--- src/hw/rtl/nirt_pkg.sv ---
// Package for the NEC-style IR frame transmitter: constants, payload and phase types.
`default_nettype none
package nirt_pkg;

    // Frame geometry, in slots
    localparam int FRAME_SLOTS        = 154;
    localparam int LEADER_MARK_SLOTS  = 16;
    localparam int LEADER_SPACE_SLOTS = 8;

    // Payload bits: 16 customer, 8 command, 8 inverted command
    localparam int CUSTOMER_W = 16;
    localparam int COMMAND_W  = 8;
    localparam int DATA_BITS  = CUSTOMER_W + 2 * COMMAND_W;
    localparam int BIT_CNT_W  = $clog2(DATA_BITS);

    // Slot counter for one frame; leader counter covers up to 32 slots
    localparam int SLOT_IDX_W  = 8;
    localparam int PHASE_CNT_W = 5;

    // Spaces after a data mark
    localparam int ONE_SPACE_SLOTS  = 3;
    localparam int ZERO_SPACE_SLOTS = 1;

    // Item kinds
    localparam logic KIND_TICK = 1'b0;
    localparam logic KIND_SEND = 1'b1;

    typedef enum logic [2:0] {
        PH_LEAD_MARK,
        PH_LEAD_SPACE,
        PH_BIT_MARK,
        PH_BIT_SPACE,
        PH_STOP,
        PH_PAD
    } phase_t;

    typedef struct packed {
        logic                  kind;
        logic [CUSTOMER_W-1:0] customer_code;
        logic [COMMAND_W-1:0]  command_byte;
    } in_item_t;

    typedef struct packed {
        logic carrier_on;
        logic busy_res;
        logic send_refused;
    } out_item_t;

endpackage
`default_nettype wire

--- src/hw/rtl/nirt_frame_seq.sv ---
// Slot sequencer: walks the frame phase by phase, one slot per tick.
`default_nettype none
module nirt_frame_seq (
    input  wire logic               clk,
    input  wire logic               rst_n,
    input  wire logic               step,
    input  wire nirt_pkg::in_item_t item,
    output nirt_pkg::out_item_t     result
);

    localparam int SLOT_IDX_W  = nirt_pkg::SLOT_IDX_W;
    localparam int PHASE_CNT_W = nirt_pkg::PHASE_CNT_W;
    localparam int BIT_CNT_W   = nirt_pkg::BIT_CNT_W;
    localparam int DATA_BITS   = nirt_pkg::DATA_BITS;

    nirt_pkg::phase_t         phase_reg, phase_next;
    logic [PHASE_CNT_W-1:0]   cnt_reg, cnt_next;
    logic [BIT_CNT_W-1:0]     bit_cnt_reg, bit_cnt_next;
    logic [DATA_BITS-1:0]     data_reg, data_next;
    logic [SLOT_IDX_W-1:0]    slot_idx_reg, slot_idx_next;
    logic                     sending_reg, sending_next;

    logic                     is_send;
    logic                     tick_active;
    logic                     mark_slot;
    logic [PHASE_CNT_W-1:0]   space_last;

    assign is_send     = (item.kind == nirt_pkg::KIND_SEND);
    assign tick_active = step && !is_send && sending_reg;
    assign space_last  = data_reg[DATA_BITS-1]
                       ? PHASE_CNT_W'(nirt_pkg::ONE_SPACE_SLOTS - 1)
                       : PHASE_CNT_W'(nirt_pkg::ZERO_SPACE_SLOTS - 1);

    // Next state
    always_comb
    begin
        phase_next    = phase_reg;
        cnt_next      = cnt_reg;
        bit_cnt_next  = bit_cnt_reg;
        data_next     = data_reg;
        slot_idx_next = slot_idx_reg;
        sending_next  = sending_reg;

        if (step && is_send && !sending_reg)
        begin
            phase_next    = nirt_pkg::PH_LEAD_MARK;
            cnt_next      = '0;
            bit_cnt_next  = '0;
            data_next     = {item.customer_code, item.command_byte, ~item.command_byte};
            slot_idx_next = '0;
            sending_next  = 1'b1;
        end
        else if (tick_active)
        begin
            unique case (phase_reg)
                nirt_pkg::PH_LEAD_MARK:
                begin
                    if (cnt_reg == PHASE_CNT_W'(nirt_pkg::LEADER_MARK_SLOTS - 1))
                    begin
                        phase_next = nirt_pkg::PH_LEAD_SPACE;
                        cnt_next   = '0;
                    end
                    else
                    begin
                        cnt_next = cnt_reg + 1'b1;
                    end
                end
                nirt_pkg::PH_LEAD_SPACE:
                begin
                    if (cnt_reg == PHASE_CNT_W'(nirt_pkg::LEADER_SPACE_SLOTS - 1))
                    begin
                        phase_next = nirt_pkg::PH_BIT_MARK;
                        cnt_next   = '0;
                    end
                    else
                    begin
                        cnt_next = cnt_reg + 1'b1;
                    end
                end
                nirt_pkg::PH_BIT_MARK:
                begin
                    phase_next = nirt_pkg::PH_BIT_SPACE;
                    cnt_next   = '0;
                end
                nirt_pkg::PH_BIT_SPACE:
                begin
                    if (cnt_reg == space_last)
                    begin
                        cnt_next     = '0;
                        data_next    = {data_reg[DATA_BITS-2:0], 1'b0};
                        bit_cnt_next = bit_cnt_reg + 1'b1;
                        if (bit_cnt_reg == BIT_CNT_W'(DATA_BITS - 1))
                            phase_next = nirt_pkg::PH_STOP;
                        else
                            phase_next = nirt_pkg::PH_BIT_MARK;
                    end
                    else
                    begin
                        cnt_next = cnt_reg + 1'b1;
                    end
                end
                nirt_pkg::PH_STOP:
                begin
                    phase_next = nirt_pkg::PH_PAD;
                end
                nirt_pkg::PH_PAD:
                begin
                    phase_next = nirt_pkg::PH_PAD;
                end
                default:
                begin
                    phase_next = nirt_pkg::PH_PAD;
                end
            endcase

            // Frame length is fixed; slots past the end are dropped
            if (slot_idx_reg == SLOT_IDX_W'(nirt_pkg::FRAME_SLOTS - 1))
            begin
                slot_idx_next = '0;
                sending_next  = 1'b0;
            end
            else
            begin
                slot_idx_next = slot_idx_reg + 1'b1;
            end
        end
    end

    // Outputs
    always_comb
    begin
        unique case (phase_reg) inside
            nirt_pkg::PH_LEAD_MARK,
            nirt_pkg::PH_BIT_MARK,
            nirt_pkg::PH_STOP:       mark_slot = 1'b1;
            nirt_pkg::PH_LEAD_SPACE,
            nirt_pkg::PH_BIT_SPACE,
            nirt_pkg::PH_PAD:        mark_slot = 1'b0;
            default:                 mark_slot = 1'b0;
        endcase

        result.carrier_on   = tick_active && mark_slot;
        result.busy_res     = sending_next;
        result.send_refused = is_send && sending_reg;
    end

    always_ff @(posedge clk or negedge rst_n)
    begin
        if (!rst_n)
        begin
            phase_reg    <= nirt_pkg::PH_PAD;
            cnt_reg      <= '0;
            bit_cnt_reg  <= '0;
            slot_idx_reg <= '0;
            sending_reg  <= 1'b0;
        end
        else
        begin
            phase_reg    <= phase_next;
            cnt_reg      <= cnt_next;
            bit_cnt_reg  <= bit_cnt_next;
            slot_idx_reg <= slot_idx_next;
            sending_reg  <= sending_next;
        end
    end

    always_ff @(posedge clk)
    begin
        data_reg <= data_next;
    end

endmodule
`default_nettype wire

--- src/hw/rtl/nec_ir_frame_transmitter.sv ---
// Top level of the NEC-style IR frame transmitter: handshake and result register.
// A result is registered and presented the cycle after its transaction is accepted.
// Throughput: one transaction per cycle unless out_ready stalls; the slot sequencer
// updates on accept; the single output register refills whenever its content is taken.
// Reset (rst_n, async, active low): sequencer idle, slot index 0, no result pending.
`default_nettype none
module nec_ir_frame_transmitter (
    input  wire logic                clk,
    input  wire logic                rst_n,
    input  wire logic                in_valid,
    output logic                     in_ready,
    input  wire nirt_pkg::in_item_t  in_data,
    output logic                     out_valid,
    input  wire logic                out_ready,
    output nirt_pkg::out_item_t      out_data
);

    logic                 accept;
    logic                 out_valid_reg, out_valid_next;
    nirt_pkg::out_item_t  out_data_reg;
    nirt_pkg::out_item_t  seq_result;

    // The output register is free when empty or being drained this cycle,
    // so a new transaction can enter every cycle while the sink keeps up.
    assign in_ready = !out_valid_reg || out_ready;
    assign accept   = in_valid && in_ready;

    // Sequencer state moves only on an accepted transaction; its result
    // is computed combinationally from the current state and the item.
    nirt_frame_seq u_seq (
        .clk    (clk),
        .rst_n  (rst_n),
        .step   (accept),
        .item   (in_data),
        .result (seq_result)
    );

    always_comb
    begin
        out_valid_next = out_valid_reg;
        if (accept)
            out_valid_next = 1'b1;
        else if (out_ready)
            out_valid_next = 1'b0;
    end

    always_ff @(posedge clk or negedge rst_n)
    begin
        if (!rst_n)
            out_valid_reg <= 1'b0;
        else
            out_valid_reg <= out_valid_next;
    end

    // Payload holds while a result waits to be taken
    always_ff @(posedge clk)
    begin
        if (accept)
            out_data_reg <= seq_result;
    end

    assign out_valid = out_valid_reg;
    assign out_data  = out_data_reg;

endmodule
`default_nettype wire

--- config.mk ---
export PLATFORM = sky130hd
export DESIGN_NAME = nec_ir_frame_transmitter
export DESIGN_NICKNAME = d
export VERILOG_FILES = /design/src/hw/rtl/nirt_pkg.sv /design/src/hw/rtl/nirt_frame_seq.sv /design/src/hw/rtl/nec_ir_frame_transmitter.sv
export SDC_FILE = /design/constraint.sdc
export NUM_CORES = 1
export LEC_CHECK = 0
export ABC_AREA = 1
export BUFFER_PORTS_ARGS = -buffer_cell sky130_fd_sc_hd__clkbuf_2
export CAP_MARGIN = 20
export CORE_ASPECT_RATIO = 1.5
export CORE_UTILIZATION = 58
export CTS_CLUSTER_SIZE = 10
export DETAILED_ROUTE_END_ITERATION = 12
export PLACE_DENSITY = 0.79
export REMOVE_ABC_BUFFERS = 1
export SYNTH_ARGS = -nofsm -noshare
export SYNTH_HDL_FRONTEND = slang
export SYNTH_HIERARCHICAL = 1
export SYNTH_SLANG_ARGS = --single-unit
--- constraint.sdc ---
create_clock -name clk -period 2.2 [get_ports clk]
set_input_delay 0.11 -clock clk [delete_from_list [all_inputs] [get_ports clk]]
set_output_delay 0.11 -clock clk [all_outputs]
set_load 0.03 [all_outputs]
-- After elaboration in Yosys (flattened, before gate mapping)
Cells that the tools add are included.
- memories: 0
- input bits: 29
- memory bits (read-only): 0
- register bits: 58
- latch bits: 0
- logic and storage cells: 78
- output and inout bits: 5
- bits in writable memories: 0
- div/mod/pow operators: 0
- reductions and logical operators: 21
- multipliers: 0
- eq/ne operators: 12
- shifts and indexed selects: 0
- bitwise logic cells: 1
- add/subtract/negate cells: 3
- multiplexer cells: 31
- order comparisons: 0
- operator list (cell ; count):
    32-bit two-way mux ; 4
    5-bit two-way mux ; 9
    8-bit two-way mux ; 3
    5-bit case mux with 4 select lines ; 1
    3-bit two-way mux ; 6
    3-bit case mux with 4 select lines ; 1
    5-bit by 1-bit adder with 5-bit output, second input constant ; 2
    3-bit by 1-bit != test with 1-bit output, second input constant ; 3
    8-bit by 1-bit adder with 8-bit output, second input constant ; 1
    8-bit == test, second input constant ; 1
    8-bit NOT ; 1
    2-bit nonzero test ; 4
    1-bit logical AND ; 7
    3-bit by 2-bit == test with 1-bit output, second input constant ; 2
    1-bit two-way mux ; 6
    5-bit by 3-bit == test with 1-bit output, second input constant ; 1
    5-bit by 4-bit == test with 1-bit output, second input constant ; 1
    5-bit == test ; 1
    5-bit == test, second input constant ; 1
    5-bit nonzero test ; 1
    4-bit AND reduction ; 1
    3-bit by 1-bit == test with 1-bit output, second input constant ; 1
    3-bit == test, second input constant ; 1
    1-bit logical NOT ; 3
    6 further kinds ; 6

-- Longest topological paths before layout
Gate-level depths: netlist (run 1).
- word-level depth: 7
- gate-level depth with buffers: 11
- gate-level depth less buffers: 11

-- Modules after synthesis
Netlist (run 1), hierarchy kept.
- by module, submodules not included (module ; area an instance (sq um) ; seq. area each (sq um) ; times used ; cells an instance):
    nirt_frame_seq ; 2767.7 ; 1514.0 ; 1 ; 312
    nec_ir_frame_transmitter ; 135.1 ; 115.1 ; 1 ; 9

-- Least setup slack after synthesis (run 1)
No wires, ideal clock.
- kind: flip-flop to flip-flop
- start point: reg out_valid_reg (netlist: out_valid)
- end point: reg u_seq.data_reg[0] (enable)
- buffers on the path: 0
- library setup time: 347 ps
- clock period less this slack: 2182 ps
- data arrival time: 1835 ps
- cell stages (with the launch flop): 6
- setup slack: 18 ps
- data required time: 1853 ps
- cell sequence: dfrtp_1 > a21oi_1 > nand3_4 > nor3_4 > nand2_2 > nand2_4
- cells in the longest elaborated chain, start to end: 7
- elaborated cells on any way between the ends: 11
- those cells by class: reduce/logical: 11
- ends and longest elaborated chain (element ; RTL line ; RTL):
    start: declaration ; nec_ir_frame_transmitter.sv:19 ; logic out_valid_reg, out_valid_next;
    start signal: assignment ; nec_ir_frame_transmitter.sv:52 ; out_valid_reg <= out_valid_next;
    1-bit logical NOT (*) ; nec_ir_frame_transmitter.sv:25 ; assign in_ready = !out_valid_reg || out_ready;
    1-bit logical OR (*) ; nec_ir_frame_transmitter.sv:25 ;
    1-bit logical AND (*) ; nec_ir_frame_transmitter.sv:26 ; assign accept = in_valid && in_ready;
    net accept ; nec_ir_frame_transmitter.sv:18 ; logic accept;
    1-bit logical AND, on equally long branches (2 in series) ; nirt_frame_seq.sv:44, nirt_frame_seq.sv:29 ;
    2-bit nonzero test (no source line) ; -- ;
    3-bit AND reduction (no source line) (*) ; -- ;
    end signal: assignment ; nirt_frame_seq.sv:169 ; data_reg <= data_next;
    end: declaration ; nirt_frame_seq.sv:19 ; logic [DATA_BITS-1:0] data_reg, data_next;
The timed path passes the listed nets; every way through them passes the cells marked *.
A chain may end at the register's enable or synchronous reset.

-- Final worst setup path (run 1)
- start point: in in_valid
- end point: reg u_seq.data_reg[16] (enable)
- cells in the longest elaborated chain, start to end: 5
- elaborated cells on any way between the ends: 9
- those cells by class: reduce/logical: 9
- ends and longest elaborated chain (element ; RTL line ; RTL):
    start: declaration ; nec_ir_frame_transmitter.sv:10 ; input wire logic in_valid,
    1-bit logical AND (*) ; nec_ir_frame_transmitter.sv:26 ;
    net accept ; nec_ir_frame_transmitter.sv:18 ;
    1-bit logical AND, on equally long branches (2 in series) ; nirt_frame_seq.sv:44, nirt_frame_seq.sv:29 ;
    2-bit nonzero test (no source line) ; -- ;
    3-bit AND reduction (no source line) (*) ; -- ;
Marks and branches as above.

==> flow_summary.json, run 1 <==
{
  "status": "completed",
  "worstPathRequired_ns": 2.17,
  "startpoint_type": "input pin",
  "min-delay-start": "in_data[12]",
  "slew_viol_final": 0,
  "min_to": "u_seq/data_reg[20]",
  "p_total_w": 0.00297,
  "timing.final.crit_period_ns": 1.91,
  "syn2layout_area_growth_pct": 13.3,
  "grt_usage_pct": 23.1,
  "dieWidth_um": 59.8,
  "num_antenna_cells": 0,
  "num_vias": 2227,
  "criticalPathCategory": "in2reg",
  "drt-pass1-iter-count": 4,
  "grt_pass1_vias": 2097,
  "antenna_found_initial": 0,
  "largest_reg_flops": 32,
  "cts.path.max_buffers": 2,
  "syn_area_um2": 2900,
  "first_iter_violations": 164,
  "start_util_pct": 60.4,
  "slew_headroom_pct": 61.0,
  "final-setup-viol-count": 0,
  "drc": 0,
  "rsz0062_at_grt": "no",
  "leakage_nw": 1.54,
  "cts_made_buffers": 9,
  "syn-instance-count": 321,
  "setup_tns_ns": 0,
  "crit_path_end_kind": "register",
  "gp_congestion": 0.853,
  "slowest_delay_ns": 0.53,
  "clock-sinks": 58,
  "ir_worst_vdd_uv": 622,
  "antenna_left": 0,
  "synth-compound-area-share_pct": 5.86,
  "finClkSkew_ns": 0.00537,
  "r2r-end": "u_seq/data_reg[16]",
  "cp.arrival_ns": 1.88,
  "hpwl_um": 3520,
  "path_clk_slew_ns": 0.06,
  "die_area_um2": 5300,
  "layout.nets": 396,
  "tightest_slew_ns": 0.585,
  "cp_max_fo": 37,
  "synth_cell_types": 32,
  "yosys_warnings": 6,
  "wire_per_inst_um": 12.1,
  "synthAdderAreaFrac_pct": 3.02,
  "synth.mux.area_fraction_pct": 0,
  "maxCapViolCount": 0,
  "hp-class": "in2reg",
  "overflow": 0,
  "reg2reg_from": "out_valid",
  "cts_resized": 0,
  "h-tree-depth": 3,
  "synth-xor-area-share_pct": 1.51,
  "post-route-period-util_pct": 86.6,
  "path_cells": "dlygate4sd3_1 > clkbuf_2 > inv_1 > a21oi_1 > buf_4 > nand3_4 > nor3_4 > nand2_2 > nand2_4",
  "syn-mean-instance-area_um2": 9.04,
  "hold_viol": 0,
  "synth_top_family_by_area": "simple AND/OR/NAND/NOR gates",
  "fillerInstances": 430,
  "clock_latency_ns": 0.33,
  "synthSimpleGateAreaFrac_pct": 27.7,
  "wirelength_um": 5220,
  "p_per_area_nw_per_um2": 904,
  "r2r_cells": 6,
  "pin_count": 34,
  "cts_root_buf": "clkbuf_8",
  "grt_max_degree": 38,
  "coreArea_um2": 4810,
  "seq_area_frac_synth_pct": 56.1,
  "place.port_buffers": 33,
  "cts_tree": "yes",
  "r2r_slack_ns": 0.32,
  "hold_depth": 3,
  "synth-seq-cells": 58,
  "grt_pass1_wl_um": 8910,
  "cp_slowest_cell": "dlygate4sd3_1",
  "drive_above_1_share_pct": 17.0,
  "rows": 31,
  "vias_per_cell": 5.18,
  "max_freq_mhz": 525,
  "die_y_um": 88.6
}
metal layers:
layer / up-vias / wire length [um] / track usage, %
li1: 1132 / - / -
met1: 1041 / 2280 / 27.8
met2: 44 / 2670 / 36.8
met3: 10 / 181 / 6.58
met4: 0 / 82 / 12.9
met5: - / 0 / 0
layout by cell type (no fill, tap or decap):
| cell type | instances |
|---|---|
| clkbuf_1 | 1 |
| a211oi_1 | 1 |
| clkbuf_8 | 10 |
| dfstp_2 | 2 |
| nand4_1 | 7 |
| nor3_4 | 1 |
| clkbuf_2 | 33 |
| nor3_2 | 1 |
| o21ai_1 | 7 |
| nand2_1 | 118 |
| nor2_1 | 25 |
| o21a_1 | 1 |
| nand3_2 | 1 |
| nand2_2 | 1 |
| clkinv_2 | 3 |
| o22ai_1 | 4 |
| edfxtp_1 | 35 |
| nor2_4 | 1 |
| nand3_4 | 2 |
| buf_4 | 2 |
| inv_1 | 27 |
| nand2_4 | 2 |
| inv_4 | 1 |
| and3_1 | 1 |
| nor3_1 | 4 |
| o21ai_0 | 11 |
| ha_1 | 7 |
| dlygate4sd3_1 | 2 |
| dfrtp_1 | 21 |
| clkinv_1 | 1 |
| xor2_1 | 4 |
| xnor2_1 | 1 |
| inv_2 | 1 |
| nor2_2 | 1 |
| nand3_1 | 16 |
| a21oi_1 | 8 |
synth_stat cells:
library cell	number	area, um^2
a21oi_1	8	40.0
nand2_4	2	22.5
buf_4	2	15.0
nand2_1	118	443
nor2_4	1	11.3
edfxtp_1	35	1050
buf_6	1	11.3
nand3_2	1	10.0
inv_2	1	3.75
buf_2	6	30.0
o21ai_1	7	35.0
inv_1	27	101
o21ai_0	11	55.1
o21a_1	1	7.51
a211oi_1	1	7.51
ha_1	7	87.6
nand4_1	7	43.8
o22ai_1	4	25.0
nor2_1	25	93.8
dfstp_2	2	52.6
xnor2_1	1	8.76
nor3_2	1	10.0
dfrtp_1	21	526
nor2_2	1	6.26
and3_1	1	6.26
inv_4	1	6.26
nand2_2	1	6.26
nor3_4	1	16.3
nand3_4	2	35.0
xor2_1	4	35.0
nand3_1	16	80.1
nor3_1	4	20.0
timing repair:
item | in CTS | in global routing
hold buffers | 2 | 0
endpoints found under the hold margin | 22 | 0
buffers inserted | 0 | 0
how the worst max path moves through the flow:
stage,start,slack [ns],cells after the start,to
after floorplan,out_valid,-0.12,3,u_seq/data_reg[0]
after global placement,out_valid,0.35,6,u_seq/data_reg[1]
after detailed placement,out_valid,0.31,6,u_seq/data_reg[20]
after CTS,out_valid,0.29,6,u_seq/data_reg[17]
after global routing,in_valid,0.07,10,u_seq/cnt_reg[3]
final,in_valid,0.29,9,u_seq/data_reg[16]
power by group:
part	leakage (nW)	switching, W	total, W	internal, W
logic	0.840	0.000432	0.000673	0.000241
registers	0.618	0.000145	0.00150	0.00135
clock network	0.0864	0.000380	0.000803	0.000422
kinds of logic (layout without fill, tap and decap cells):
kind of cell | Yosys count | in the layout
XOR/XNOR | 5 | 5
AND/OR/NAND/NOR | 181 | 181
adder cells (fa/ha/maj) | 7 | 7
AO/OA/AOI/OAI | 32 | 32
buffers and inverters | 38 | 81
flip-flops | 58 | 58
critical path, delay by kind of cell:
| family | cells | cell delay (ns) |
|---|---|---|
| buf+inv | 4 | 0.85 |
| simple gates | 4 | 0.81 |
| compound gates | 1 | 0.10 |
layout make-up:
cell class	count	area, um^2	area share, %
clock inverters	4	18.8	0.571
flip-flops and latches	58	1630	49.5
inverters	29	111	3.39
repair buffers	37	200	6.09
multi-input cells	225	1110	33.6
clock buffers	11	141	4.30
well taps	66	82.6	2.51
through the flow:
stage	hold WS [ns]	area, um^2	worst slack, ns	instances	utilization (%)
after floorplan	-0.186	2850	-0.124	312	-
after global placement	0.131	3110	0.352	413	64.6
after detailed placement	0.146	3110	0.307	413	64.6
after CTS	0.0206	3290	0.293	430	68.4
after global routing	0.0319	3290	0.0667	430	68.4
final	0.0436	3290	0.294	430	68.4
Power figures use the tool's default switching activity.
==> run 2: changes to the inputs <==
CORE_UTILIZATION = 62   (was 58)
PLACE_DENSITY = 0.84   (was 0.79)
clock period = 2.25 ns   (was 2.2 ns; I/O delays follow)
==> run 2 against run 1 <==
Net effect:
- via count rose by 1.2%
- clock power shrank 0.5%
- power decreased by 1.4%
- non-clock buffer count rose by 1
- setup slack gained 0.024 ns
- combinational power fell by 3%
- critical path depth shrank 1
- count of clock-buffer cells in the layout increased by 1
- sequential share of layout area grew 0.17 points
- clock skew up 0.0017 ns
- wire length increased by 2.9%
- final cell count shrank 3.7%
==> flow_summary.json, run 2 (same netlist as run 1, synthesis figures left out) <==
{
  "status": "completed",
  "layout.nets": 397,
  "cts_tree": "yes",
  "cp_slowest_cell": "dlygate4sd3_1",
  "wirelength_um": 5380,
  "cts_resized": 0,
  "path_cells": "dlygate4sd3_1 > clkbuf_2 > inv_1 > a21oi_1 > nand3_4 > nor3_4 > nand2_2 > nand2_4",
  "setup_tns_ns": 0,
  "timing.final.crit_period_ns": 1.93,
  "gp_congestion": 0.874,
  "layoutNonFillerInstCount": 414,
  "worstPathRequired_ns": 2.22,
  "grt_pass1_vias": 2202,
  "largest_reg_flops": 32,
  "dieWidth_um": 57.9,
  "rows": 30,
  "grt_max_degree": 38,
  "finClkSkew_ns": 0.00703,
  "fin_util_pct": 72.8,
  "grt_pass1_wl_um": 9140,
  "grt_usage_pct": 24.4,
  "criticalPathCategory": "in2reg",
  "hold_buffers": 2,
  "cp.arrival_ns": 1.90,
  "post-route-period-util_pct": 85.8,
  "rsz0062_at_grt": "no",
  "setup_ws_ns": 0.319,
  "first_iter_violations": 122,
  "hp-class": "in2reg",
  "cp_top_family": "simple AND/OR/NAND/NOR gates",
  "die_area_um2": 4970,
  "ir_worst_vdd_uv": 514,
  "pwr-share-seq_pct": 50.4,
  "crit_cells": 8,
  "placedCellCount": 396,
  "p_comb_share_pct": 22.4,
  "antenna_left": 0,
  "leakage_nw": 1.55,
  "critPathBufInv": 3,
  "vias_per_cell": 5.44,
  "max_freq_mhz": 518,
  "cts_setup_buffers": 0,
  "netSwitchingFraction_pct": 32.4,
  "drt-pass1-iter-count": 4,
  "cts_made_buffers": 9,
  "clock_power_share_pct": 27.3,
  "place_ws_ns": 0.336,
  "p_total_w": 0.00293,
  "p_int_w": 0.00198,
  "cts.path.max_buffers": 2,
  "slew_viol_final": 0,
  "antenna_found_initial": 0,
  "hold_depth": 3,
  "cts_root_buf": "clkbuf_8",
  "start_util_pct": 64.4,
  "overflow": 0,
  "hold_viol": 0,
  "final-setup-viol-count": 0,
  "final_common_cell": "nand2_1",
  "place.port_buffers": 33,
  "tightest_slew_ns": 0.597,
  "die_y_um": 85.8,
  "slew_headroom_pct": 60.2,
  "maxCapViolCount": 0,
  "num_antenna_cells": 0,
  "cp_max_fo": 37,
  "clock_latency_ns": 0.33,
  "hpwl_um": 3590,
  "crit_path_end_kind": "register",
  "coreArea_um2": 4500,
  "num_vias": 2253,
  "p_per_area_nw_per_um2": 894,
  "path_clk_slew_ns": 0.06,
  "drive_above_1_share_pct": 17.2,
  "clock-sinks": 58,
  "startpoint_type": "input pin",
  "final_cell_mix": "nand2_1 (118), edfxtp_1 (35), clkbuf_2 (33)",
  "wire_per_inst_um": 13.0,
  "syn2layout_area_growth_pct": 12.9,
  "slowest_delay_ns": 0.53,
  "drc": 0,
  "pin_count": 34,
  "p_switching_w": 0.000950,
  "r2r_cells": 5,
  "h-tree-depth": 3
}
## run 2: tightest hold or removal path, cell delays in order
cell	delay, ns
clkbuf_2	0.07
nand2_1	0.04
nand2_1	0.04
## run 2: metal layers
metal,vias to the layer above,GRT usage (%),share of wire [%]
li1,1134,-,-
met1,1041,28.0,42
met2,62,41.3,51
met3,16,4.07,3.9
met4,0,16.0,3.1
met5,-,0,0
## run 2: power by group through the flow
stage / clock network [W] / logic [W] / registers [W]
after floorplan: 0 / 0.000486 / 0.00146
after global placement: 0 / 0.000627 / 0.00148
after detailed placement: 0 / 0.000648 / 0.00149
after CTS: 0.000818 / 0.000655 / 0.00147
after global routing: 0.000860 / 0.000762 / 0.00150
final: 0.000799 / 0.000656 / 0.00148
## run 2: final timing paths
check	from	end	slack [ns]
max	in_valid	u_seq/data_reg[17]	0.32
max reg2reg	out_valid	u_seq/data_reg[17]	0.34
max in group asynchronous	rst_n	u_seq/bit_cnt_reg[2]	1.53
min reg2reg	u_seq/phase_reg[0]	u_seq/phase_reg[0]	0.52
min in group asynchronous	rst_n	out_valid	0.32
min	in_data[15]	u_seq/data_reg[23]	0.04
## run 2: layout make-up
cell class | count | area (um^2)
inverters | 29 | 111
fillers | 348 | 1230
multi-input cells | 225 | 1110
repair buffers | 38 | 208
well taps | 48 | 60.1
clock buffers | 12 | 145
flip-flops and latches | 58 | 1630
clock inverters | 4 | 18.8
## run 2: through the flow
stage          hold slack (ns)  instance area [um^2]
6_report                0.0443                  3280
5_1_grt                 0.0446                  3280
4_1_cts                 0.0290                  3280
3_5_place_dp             0.143                  3090
3_3_place_gp             0.133                  3090
2_1_floorplan           -0.183                  2850
==> run 3: changes to the inputs <==
CORE_UTILIZATION = 60   (was 62)
CTS_BUF_LIST = sky130_fd_sc_hd__clkbuf_8   (was not set)
CTS_CLUSTER_DIAMETER = 30   (was not set)
PLACE_DENSITY = 0.82   (was 0.84)
==> run 3 against run 2 <==
Net effect:
- wire length rose by 2.0%
- die area rose by 3.2%
- global-route usage barely moved
- flip-flop and latch count did not move
- clock power rose by 9.6%
- critical endpoint is now u_seq/data_reg[10]
- largest cell class unchanged
- largest power group unchanged
- highest routed layer unchanged
==> flow_summary.json, run 3 (same netlist as run 1, synthesis figures left out) <==
{
  "dieWidth_um": 58.8,
  "vias_per_cell": 5.20,
  "layout.nets": 397,
  "max_freq_mhz": 526,
  "cts_made_buffers": 9,
  "place.port_buffers": 33,
  "hpwl_um": 3720,
  "cts_resized": 0,
  "wl_met3_um": 261,
  "largest_reg_flops": 32,
  "status": "completed",
  "num_antenna_cells": 0,
  "timing.final.crit_period_ns": 1.90,
  "drt-pass1-iter-count": 4,
  "clock_latency_ns": 0.33,
  "die_area_um2": 5130,
  "slew_headroom_pct": 60.7,
  "crit_path_end_kind": "register",
  "startpoint_type": "input pin",
  "final_area_um2": 3310,
  "finClkSkew_ns": 0.00894,
  "wirelength_um": 5480,
  "rows": 30,
  "ir_worst_vdd_uv": 580,
  "num_vias": 2238,
  "h-tree-depth": 3,
  "leakage_nw": 1.56,
  "cp.arrival_ns": 1.88,
  "maxCapViolCount": 0,
  "hp-class": "in2reg",
  "worstPathRequired_ns": 2.22,
  "cts.path.max_buffers": 2,
  "place_area_um2": 3110,
  "antenna_left": 0,
  "final_cell_mix": "nand2_1 (118), edfxtp_1 (35), clkbuf_2 (33)",
  "wire_per_inst_um": 12.7,
  "hold_buffers": 2,
  "clock-sinks": 58,
  "coreArea_um2": 4580,
  "gp_congestion": 0.874,
  "grt_usage_pct": 24.4,
  "grt_pass1_vias": 2182,
  "hold_viol": 0,
  "grt_max_degree": 38,
  "die_y_um": 87.2,
  "cts_setup_buffers": 0,
  "drive_above_1_share_pct": 16.7,
  "overflow": 0,
  "cts_root_buf": "clkbuf_8",
  "drc": 0,
  "criticalPathCategory": "in2reg",
  "post-route-period-util_pct": 84.5,
  "antenna_found_initial": 0,
  "p_per_area_nw_per_um2": 911,
  "syn2layout_area_growth_pct": 14.1,
  "final-setup-viol-count": 0,
  "grt_pass1_wl_um": 9130,
  "m1WireLength_um": 2280,
  "setup_tns_ns": 0,
  "pin_count": 34,
  "dr_wl_met2_um": 2830,
  "tightest_slew_ns": 0.589,
  "final_common_cell": "nand2_1",
  "cts_tree": "yes",
  "path_clk_slew_ns": 0.07,
  "first_iter_violations": 181,
  "rsz0062_at_grt": "no",
  "dr.max_layer_used": "met4",
  "slew_viol_final": 0,
  "cp_max_fo": 37,
  "start_util_pct": 63.4
}
[run 3: cell types whose count changed in the layout (fill, tap and decap cells not counted)]
cell       previous run  this run
bufinv_16             0         1
clkinv_1              1         3
clkbuf_1              2         0
clkinv_2              3         1
inv_1                27        29
clkbuf_8             10         9
[run 3: through the flow]
step	total power (W)	setup slack, ns	util, %	hold WS [ns]	std cells
after global placement	0.00211	0.389	68.0	0.142	412
after detailed placement	0.00215	0.366	68.0	0.142	412
after CTS	0.00304	0.355	72.3	0.0225	430
after global routing	0.00320	0.198	72.3	0.0294	430
final	0.00302	0.348	72.3	0.0382	430
after floorplan	0.00195	-0.0737	-	-0.183	312
[run 3: final timing paths]
check / startpoint / to / slack (ns) / cells after the start
min reg2reg: u_seq/bit_cnt_reg[0] / u_seq/bit_cnt_reg[0] / 0.51 / 1
min in group asynchronous: rst_n / u_seq/cnt_reg[4] / 0.31 / 2
max in group asynchronous: rst_n / u_seq/cnt_reg[0] / 1.54 / 2
max: in_valid / u_seq/data_reg[10] / 0.35 / 9
min: in_data[12] / u_seq/data_reg[20] / 0.04 / 3
max reg2reg: out_valid / u_seq/data_reg[10] / 0.37 / 6
[run 3: report_power, final]
| part | switching, W | total, W | leakage, nW | internal (W) |
|---|---|---|---|---|
| clock network | 0.000386 | 0.000876 | 0.0981 | 0.000490 |
| registers | 0.000148 | 0.00147 | 0.618 | 0.00132 |
| logic | 0.000428 | 0.000670 | 0.844 | 0.000241 |
[run 3: critical path, cell delays in order]
cell           delay, ns
dlygate4sd3_1       0.53
clkbuf_2            0.09
inv_1               0.04
a21oi_1             0.11
buf_4               0.18
nand3_4             0.14
nor3_4              0.17
nand2_2             0.12
nand2_4             0.37
[run 3: metal layers]
layer  GRT usage (%)  up-vias
met1            28.2     1026
met2            40.2       66
met3            6.09       10
met5               0        -
li1                -     1136
met4            14.5        0
[run 3: area by class of cell]
cell class / count / area [um^2]
Clock inverter: 7 / 53.8
Fill cell: 369 / 1270
Clock buffer: 9 / 124
Sequential cell: 58 / 1630
Multi-Input combinational cell: 225 / 1110
Tap cell: 64 / 80.1
Inverter: 29 / 111
Timing Repair Buffer: 38 / 208
